--- src/rtl/core/nfid_pkg.sv ---
// Shared constants and types for the next-fit ID allocator.
`timescale 1ns / 1ps

package nfid_pkg;

   // Default number of IDs that the map can hold.
   localparam int POOL_MAX_DEF = 64;

   // The map is stored in rows of ROW_W marks; ROW_BW is log2 of that.
   localparam int ROW_W  = 8;
   localparam int ROW_BW = 3;

   // Fixed field widths of the ports.
   localparam int CSR_W    = 7;
   localparam int ID_W     = 6;
   localparam int STATUS_W = 2;

   // Pool size that reset selects before it is clamped to the map size.
   localparam int RESET_POOL = 64;

   typedef logic [STATUS_W-1:0] status_type;
   typedef logic [ROW_W-1:0]    row_type;

   localparam status_type ST_GRANTED = 2'd0;
   localparam status_type ST_FULL    = 2'd1;
   localparam status_type ST_FREED   = 2'd2;
   localparam status_type ST_BADFREE = 2'd3;

   localparam logic OP_ALLOC = 1'b0;
   localparam logic OP_FREE  = 1'b1;

endpackage

--- src/rtl/core/next_fit_id_allocator.sv ---
// Top level of the next-fit ID allocator: request/response channels, map RAM, search sequencer.
`timescale 1ns / 1ps

// Next-fit ID allocator.
// A request word on the req_ channel either allocates an ID (req_op allocate) or releases
// req_free_id (req_op free). Every request gives exactly one response word on the rsp_
// channel: granted with the ID, pool full, freed, or bad free. An allocation searches from
// the next-search pointer to the end of the active pool, wraps to zero, and takes the first
// free ID; the pointer then moves to the ID after it.
// The in-use marks live in a RAM of eight marks per row. A free request reads the row of its
// ID and registers its response word once the output register is free. An allocation visits
// one row per cycle and registers its response word, again once the output register is free,
// when it finds a free ID or has searched the whole pool. One request is worked on at a time.
// The response sits in an output register, so the next request is accepted while an
// earlier response still waits on a stalled receiver. If the receiver stalls while a second
// result is ready, the sequencer holds that result without touching the map until the
// output register drains.
// Writing csr_wdata (the pool size) starts a new pool: all marks read as free and the
// pointer returns to zero. Reset does the same with a pool size of 64. Per-row valid bits
// give the cleared state at once, so there is no clearing pass after reset.
module next_fit_id_allocator #(
   parameter int POOL_MAX = nfid_pkg::POOL_MAX_DEF
) (
   input  logic                          clock,
   input  logic                          reset,
   input  logic                          req_valid,
   output logic                          req_ready,
   input  logic                          req_op,
   input  logic [nfid_pkg::ID_W-1:0]     req_free_id,
   output logic                          rsp_valid,
   input  logic                          rsp_ready,
   output nfid_pkg::status_type          rsp_status,
   output logic [nfid_pkg::ID_W-1:0]     rsp_granted_id,
   input  logic                          csr_we,
   input  logic [nfid_pkg::CSR_W-1:0]    csr_wdata
);

   import nfid_pkg::*;

   // Geometry of the map RAM.
   localparam int NROWS     = (POOL_MAX + ROW_W - 1) / ROW_W;
   localparam int RW        = (NROWS > 1) ? $clog2(NROWS) : 1;
   localparam int NROWS_MEM = 1 << RW;
   localparam int IXW       = RW + ROW_BW;
   localparam int SZW       = $clog2(POOL_MAX + 1);
   // Common width for comparisons of IDs, sizes and register values.
   localparam int WW        = ((IXW > CSR_W) ? IXW : CSR_W) + 1;
   localparam int RST_SIZE  = (POOL_MAX < RESET_POOL) ? POOL_MAX : RESET_POOL;

   localparam logic S_IDLE = 1'b0;
   localparam logic S_EVAL = 1'b1;

   logic                 state_ff, state_in;
   logic [RW-1:0]        row_ff, row_in;
   logic                 phase_ff, phase_in;
   logic [IXW-1:0]       ptr_ff, ptr_in;
   logic [SZW-1:0]       size_ff, size_in;
   logic [NROWS_MEM-1:0] rv_ff, rv_in;
   logic                 rsp_valid_ff, rsp_valid_in;
   status_type           status_ff, status_in;
   logic [ID_W-1:0]      gid_ff, gid_in;
   logic                 op_ff;
   logic [ID_W-1:0]      fid_ff;

   // RAM port signals.
   logic                 ram_we, ram_re;
   logic [RW-1:0]        ram_raddr;
   row_type              ram_wdata, ram_q;

   // Search and check signals.
   row_type              q_eff;
   row_type              elig;
   logic                 found;
   logic [ROW_BW-1:0]    fb;
   logic [WW-1:0]        size_w, start_w, fid_w, gid_w, nid_w;
   logic [IXW-1:0]       start_ix, gid_ix;
   logic [RW-1:0]        start_row, last_row, fid_row;
   logic [SZW-1:0]       size_m1, size_clamp;
   logic                 free_ok;
   logic                 out_free;

   nfid_ram #(
      .WIDTH(ROW_W),
      .DEPTH(NROWS_MEM)
   ) u_map (
      .clock  (clock),
      .wr_en  (ram_we),
      .wr_addr(row_ff),
      .wr_data(ram_wdata),
      .rd_en  (ram_re),
      .rd_addr(ram_raddr),
      .rd_data(ram_q)
   );

   // A row that was never written since the last pool start reads as all free.
   assign q_eff = rv_ff[row_ff] ? ram_q : '0;

   assign size_w    = WW'(size_ff);
   // The pointer is kept inside the pool, but a stale pointer still starts at zero.
   assign start_ix  = (WW'(ptr_ff) < size_w) ? ptr_ff : '0;
   assign start_w   = WW'(start_ix);
   assign start_row = start_ix[IXW-1:ROW_BW];
   assign size_m1   = size_ff - SZW'(1);
   assign last_row  = RW'(WW'(size_m1) >> ROW_BW);
   assign fid_w     = WW'(fid_ff);
   assign fid_row   = RW'(WW'(req_free_id) >> ROW_BW);
   assign free_ok   = (fid_w < size_w) && q_eff[fid_ff[ROW_BW-1:0]];
   assign out_free  = !rsp_valid_ff || rsp_ready;

   // The clamped pool size taken from a register write.
   always_comb begin
      if (csr_wdata == '0) begin
         size_clamp = SZW'(1);
      end else if (WW'(csr_wdata) > WW'(POOL_MAX)) begin
         size_clamp = SZW'(POOL_MAX);
      end else begin
         size_clamp = SZW'(csr_wdata);
      end
   end

   // Free marks of the current row that this pass of the search may take.
   always_comb begin
      logic [WW-1:0] idw;
      for (int b = 0; b < ROW_W; b++) begin
         idw     = WW'({row_ff, ROW_BW'(b)});
         elig[b] = !q_eff[b] && (idw < size_w) &&
                   (phase_ff ? (idw < start_w) : (idw >= start_w));
      end
   end

   // Lowest eligible mark of the row.
   always_comb begin
      fb = '0;
      for (int b = ROW_W - 1; b >= 0; b--) begin
         if (elig[b]) begin
            fb = ROW_BW'(b);
         end
      end
   end

   assign found  = |elig;
   assign gid_ix = {row_ff, fb};
   assign gid_w  = WW'(gid_ix);
   assign nid_w  = gid_w + WW'(1);

   always_comb begin
      state_in     = state_ff;
      row_in       = row_ff;
      phase_in     = phase_ff;
      ptr_in       = ptr_ff;
      size_in      = size_ff;
      rv_in        = rv_ff;
      rsp_valid_in = rsp_valid_ff && !rsp_ready;
      status_in    = status_ff;
      gid_in       = gid_ff;
      ram_we       = 1'b0;
      ram_re       = 1'b0;
      ram_raddr    = row_ff;
      ram_wdata    = q_eff;

      case (state_ff)
         S_IDLE: begin
            if (csr_we) begin
               size_in = size_clamp;
               ptr_in  = '0;
               rv_in   = '0;
            end
            if (req_valid) begin
               // Start the read of the first row this request needs.
               ram_re   = 1'b1;
               phase_in = 1'b0;
               state_in = S_EVAL;
               row_in   = (req_op == OP_FREE) ? fid_row : start_row;
               ram_raddr = row_in;
            end
         end
         S_EVAL: begin
            if (op_ff == OP_FREE) begin
               if (out_free) begin
                  state_in     = S_IDLE;
                  rsp_valid_in = 1'b1;
                  gid_in       = '0;
                  status_in    = free_ok ? ST_FREED : ST_BADFREE;
                  if (free_ok) begin
                     ram_we = 1'b1;
                     ram_wdata = q_eff & ~(row_type'(1) << fid_ff[ROW_BW-1:0]);
                     rv_in[row_ff] = 1'b1;
                  end
               end
            end else if (found) begin
               if (out_free) begin
                  state_in      = S_IDLE;
                  rsp_valid_in  = 1'b1;
                  status_in     = ST_GRANTED;
                  gid_in        = gid_w[ID_W-1:0];
                  ram_we        = 1'b1;
                  ram_wdata     = q_eff | (row_type'(1) << fb);
                  rv_in[row_ff] = 1'b1;
                  ptr_in        = (nid_w < size_w) ? nid_w[IXW-1:0] : '0;
               end
            end else if (!phase_ff && (row_ff != last_row)) begin
               // Next row of the pass from the pointer to the end of the pool.
               row_in    = row_ff + RW'(1);
               ram_re    = 1'b1;
               ram_raddr = row_in;
            end else if (!phase_ff && (start_ix != '0)) begin
               // Wrap to zero and search the IDs below the pointer.
               phase_in  = 1'b1;
               row_in    = '0;
               ram_re    = 1'b1;
               ram_raddr = row_in;
            end else if (phase_ff && (row_ff != start_row)) begin
               row_in    = row_ff + RW'(1);
               ram_re    = 1'b1;
               ram_raddr = row_in;
            end else if (out_free) begin
               state_in     = S_IDLE;
               rsp_valid_in = 1'b1;
               status_in    = ST_FULL;
               gid_in       = '0;
            end
         end
         default: begin
            state_in = S_IDLE;
         end
      endcase
   end

   always_ff @(posedge clock) begin
      if (reset) begin
         state_ff     <= S_IDLE;
         phase_ff     <= 1'b0;
         ptr_ff       <= '0;
         size_ff      <= SZW'(RST_SIZE);
         rv_ff        <= '0;
         rsp_valid_ff <= 1'b0;
      end else begin
         state_ff     <= state_in;
         phase_ff     <= phase_in;
         ptr_ff       <= ptr_in;
         size_ff      <= size_in;
         rv_ff        <= rv_in;
         rsp_valid_ff <= rsp_valid_in;
      end
   end

   // Payload registers carry no reset.
   always_ff @(posedge clock) begin
      row_ff    <= row_in;
      status_ff <= status_in;
      gid_ff    <= gid_in;
      if (state_ff == S_IDLE && req_valid) begin
         op_ff  <= req_op;
         fid_ff <= req_free_id;
      end
   end

   assign req_ready      = (state_ff == S_IDLE);
   assign rsp_valid      = rsp_valid_ff;
   assign rsp_status     = status_ff;
   assign rsp_granted_id = gid_ff;

   // The map is only written when a request finishes its check.
   a_write_in_eval: assert property (@(posedge clock) disable iff (reset)
      ram_we |-> (state_ff == S_EVAL))
      else $error("map written outside of a request");

   // The search pointer always stays inside the active pool.
   a_ptr_in_pool: assert property (@(posedge clock) disable iff (reset)
      WW'(ptr_ff) < size_w)
      else $error("search pointer outside the pool");

   // A grant takes a mark that was free.
   a_grant_free_mark: assert property (@(posedge clock) disable iff (reset)
      (ram_we && op_ff == OP_ALLOC) |-> !q_eff[fb])
      else $error("granted an ID that was in use");

   // A finished request leaves a response word behind.
   a_finish_gives_word: assert property (@(posedge clock) disable iff (reset)
      (state_ff == S_EVAL && state_in == S_IDLE) |=> rsp_valid_ff)
      else $error("request finished without a response");

endmodule

--- src/rtl/core/nfid_ram.sv ---
// Generic simple dual-port RAM with one write port and one registered read port.
`timescale 1ns / 1ps

module nfid_ram #(
   parameter int WIDTH = 8,
   parameter int DEPTH = 8
) (
   input  logic                                  clock,
   input  logic                                  wr_en,
   input  logic [(DEPTH > 1 ? $clog2(DEPTH) : 1)-1:0] wr_addr,
   input  logic [WIDTH-1:0]                      wr_data,
   input  logic                                  rd_en,
   input  logic [(DEPTH > 1 ? $clog2(DEPTH) : 1)-1:0] rd_addr,
   output logic [WIDTH-1:0]                      rd_data
);

   logic [WIDTH-1:0] mem_ff [DEPTH];
   logic [WIDTH-1:0] rd_data_ff;

   always_ff @(posedge clock) begin
      if (wr_en) begin
         mem_ff[wr_addr] <= wr_data;
      end
      if (rd_en) begin
         rd_data_ff <= mem_ff[rd_addr];
      end
   end

   assign rd_data = rd_data_ff;

endmodule

--- config.mk ---
export PLATFORM = sky130hd
export DESIGN_NAME = next_fit_id_allocator
export DESIGN_NICKNAME = d
export VERILOG_FILES = /design/src/rtl/core/nfid_pkg.sv /design/src/rtl/core/next_fit_id_allocator.sv /design/src/rtl/core/nfid_ram.sv
export SDC_FILE = /design/constraint.sdc
export NUM_CORES = 1
export LEC_CHECK = 0
export BUFFER_PORTS_ARGS = -buffer_cell sky130_fd_sc_hd__buf_2
export CAP_MARGIN = 20
export CORE_MARGIN = 4
export CORE_UTILIZATION = 35
export CTS_BUF_LIST = sky130_fd_sc_hd__clkbuf_2
export DETAILED_ROUTE_END_ITERATION = 12
export MAX_ROUTING_LAYER = met4
export PLACE_DENSITY = 0.57
export SYNTH_ARGS = -nofsm -noshare
export SYNTH_HDL_FRONTEND = slang
export SYNTH_SLANG_ARGS = --single-unit
export TNS_END_PERCENT = 1
--- constraint.sdc ---
create_clock -name clock -period 7 [get_ports clock]
set_input_delay 0.7 -clock clock [delete_from_list [all_inputs] [get_ports clock]]
set_output_delay 0.7 -clock clock [all_outputs]
set_load 0.05 [all_outputs]
==> impl_metrics.json <==
{
  "synth_area_um2": 6290,
  "min_to": "fid_ff[2]",
  "drc_errors": 0,
  "met2_usage_pct": 26.4,
  "num-fill-cells": 1677,
  "rsz0062_at_grt": "false",
  "die_x_um": 142,
  "avgRoutedWirePerCell_um": 20.9,
  "coreArea_um2": 17500,
  "area_delta_synth_final_pct": 9.04,
  "clock_latency_ps": 700,
  "grt_max_degree": 22,
  "regArea_um2": 3150,
  "top_usage_layer": "met2",
  "synth_seq_cells": 114,
  "postSynthCellCount": 559,
  "rr_endpoint": "ptr_ff[3]",
  "finalHoldViolCount": 0,
  "ir_drop_v": 0.000101,
  "layout_setup_ws_ps": 713,
  "ys_warn_count": 0,
  "cts_buffers": 17,
  "min_path_cells": 1,
  "antenna_found_initial": 1,
  "maxSlewViolCount": 0,
  "gr-total-overflow": 0,
  "clk_pin_slew_ps": 220,
  "post_cts_buffers": 0,
  "async_flop_share_pct": 0,
  "r2r-start": "size_ff[2]",
  "worst_ep_arrival_time_ps": 6930,
  "detail-route-antenna-nets": 0,
  "synthFlopType": "edfxtp_1",
  "skew_ps": 41.3,
  "status": "complete, no violations",
  "cp_common_cell": "ha_1",
  "cts_buffer_depth": 2,
  "end_kind": "flop",
  "cellPowerDensity_nw_per_um2": 260,
  "grt_pass1_wl_mm": 26.0,
  "critPathKind": "reg2reg",
  "pre_cts_ws_ps": 893,
  "r2r_slack_ps": 710,
  "timing.max_cap.violations": 0,
  "cts_sinks": 114,
  "finalWeightedCongestion": 0.927,
  "grt_usage_pct": 17.6,
  "r2r_cells": 25,
  "ys_types": 80,
  "initial_utilization_pct": 36.0,
  "dieArea_um2": 20200,
  "path_max_fanout": 11,
  "io_pins": 29,
  "slowest_stage": "dfxtp_1",
  "wirelength_mm": 17.3,
  "rows": 48,
  "startpoint_type": "flop",
  "avgSynthCellArea_um2": 11.2,
  "drtPass1Iterations": 5,
  "required_ps": 7640,
  "hpwl_mm": 12.5,
  "ys_seq_area_share_pct": 50.2,
  "synth_edf_count": 87,
  "hp-class": "in2reg",
  "io_buffers": 28,
  "worstMarginPinSlew_ps": 1210,
  "cts_tree": "done",
  "use_met1_pct": 23.3,
  "power_leakage_uw": 0.00257,
  "fin_crit_sh_pct": 89.8,
  "post_cts_resized": 0,
  "drt_iter0_drc": 469,
  "grtUsageMet3_pct": 4.20,
  "cts_root_buffer": "clkbuf_2",
  "fin_crit_ps": 6290,
  "syn_nets": 607,
  "nets": 635,
  "setup_viol": 0,
  "setup_tns_ps": 0,
  "hp-start": "req_free_id[2]",
  "max_freq_mhz": 159,
  "hold_buffers": 0,
  "vias_per_cell": 5.76,
  "multiInputGateArea_um2": 2870,
  "cts_max_level": 4,
  "slew_headroom_pct": 18.5,
  "cp_slowest_stage_delay_ps": 600,
  "layout-drive-gt1-share_pct": 16.2,
  "first_global_vias": 4629,
  "vias": 4755,
  "fp.dieH_um": 142
}
layout make-up:
cell class / instances / area share (%)
clock inverter: 14 / 2.59
inverter: 23 / 1.26
multi-input combinational: 396 / 41.9
sequential: 114 / 46.0
antenna: 1 / 0.0365
tap: 225 / 4.11
clock buffer: 18 / 1.31
timing repair buffer: 35 / 2.81
sequential cells by signal, summed over array words and instances (netlist names):
register        flops
fid_ff              6
op_ff               1
phase_ff            1
ptr_ff              6
row_ff              3
rsp_granted_id      6
rsp_status          2
rsp_valid           1
rv_ff               8
size_ff             7
state_ff            1
u_map.mem_ff       64
u_map.rd_data       8
cells in the mapped netlist, drive strengths merged (19+ instances only):
cell / instances / share of area [%]
a21oi: 27 / 2.3
a22o: 20 / 2.8
dfxtp: 27 / 8.6
edfxtp: 87 / 42
ha: 29 / 5.8
inv: 22 / 1.3
mux2i: 36 / 5.7
nand2: 41 / 2.4
nand3: 19 / 1.5
nor2: 38 / 2.3
o21ai: 20 / 1.8
worst max path at each step:
stage	from	end	slack (ps)	depth (start not counted)
floorplan	size_ff[2]	ptr_ff[3]	1570	26
global placement	size_ff[2]	ptr_ff[3]	1080	24
detailed placement	size_ff[2]	ptr_ff[4]	890	25
CTS	size_ff[2]	ptr_ff[0]	820	25
global route	size_ff[2]	ptr_ff[0]	280	25
finish	size_ff[2]	ptr_ff[3]	710	25
layer usage:
layer	up-vias	share of wire [%]	wire (um)
li1	2216	-	-
met1	2294	46	7890
met2	195	45	7700
met3	50	6.7	1160
met4	0	3.2	545
met5	-	0	0
logic make-up (layout without fill, tap and decap cells):
| kind of cell | after synthesis | count (layout) | synth area share, % |
|---|---|---|---|
| compound gates | 148 | 148 | 17.5 |
| xor+xnor | 7 | 7 | 0.975 |
| fa+ha+maj | 29 | 29 | 5.77 |
| buf+inv | 49 | 90 | 4.28 |
| flops | 114 | 114 | 50.2 |
| mux | 40 | 40 | 6.81 |
| other cells | 0 | 1 | 0 |
| simple gates | 172 | 172 | 14.5 |
placed cells by master (no fill, tap or decap), types with 5 or more instances in the layout:
cell      count
dfxtp_1      27
buf_4         7
a21oi_1      25
nor2b_1       6
nor3_1       14
nor2_1       37
ha_1         29
inv_1        18
and2_1        5
o211ai_1      8
mux2i_1      36
nand2_1      41
a22oi_1      10
nand3_1      19
o21a_1       11
a22o_1       20
xnor2_1       6
o21ai_0      17
clkbuf_2     18
nand4_1       6
edfxtp_1     87
a21o_1        6
buf_2        28
nand2b_1      9
and3_1        5
a211oi_1      8
through the flow:
stage / power, uW / hold WS [ps] / instances / cell area (um^2) / util, %
global placement: 1290 / 447 / 793 / 6580 / 37.7
CTS: 1780 / 100 / 825 / 6850 / 39.2
global route: 1860 / 108 / 826 / 6850 / 39.2
detailed placement: 1290 / 448 / 793 / 6580 / 37.7
finish: 1780 / 158 / 826 / 6850 / 39.2
floorplan: 1170 / 424 / 559 / 6290 / -
where the power goes:
group | switching [uW] | internal (uW) | leakage (uW)
Sequential | 47.1 | 775 | 0.00103
Combinational | 298 | 169 | 0.00140
Clock | 289 | 205 | 0.000148
worst max-delay path: cells and delay by family (launching register included):
| kind | cells | cell delay [ps] |
|---|---|---|
| multiplexers | 1 | 390 |
| AO/OA/AOI/OAI | 10 | 2160 |
| flip-flops | 1 | 600 |
| adder cells (fa/ha/maj) | 3 | 960 |
| AND/OR/NAND/NOR | 9 | 1810 |
| XOR/XNOR | 1 | 180 |
| buffers and inverters | 1 | 150 |
Note: power is estimated with default switching activity, not from simulation.
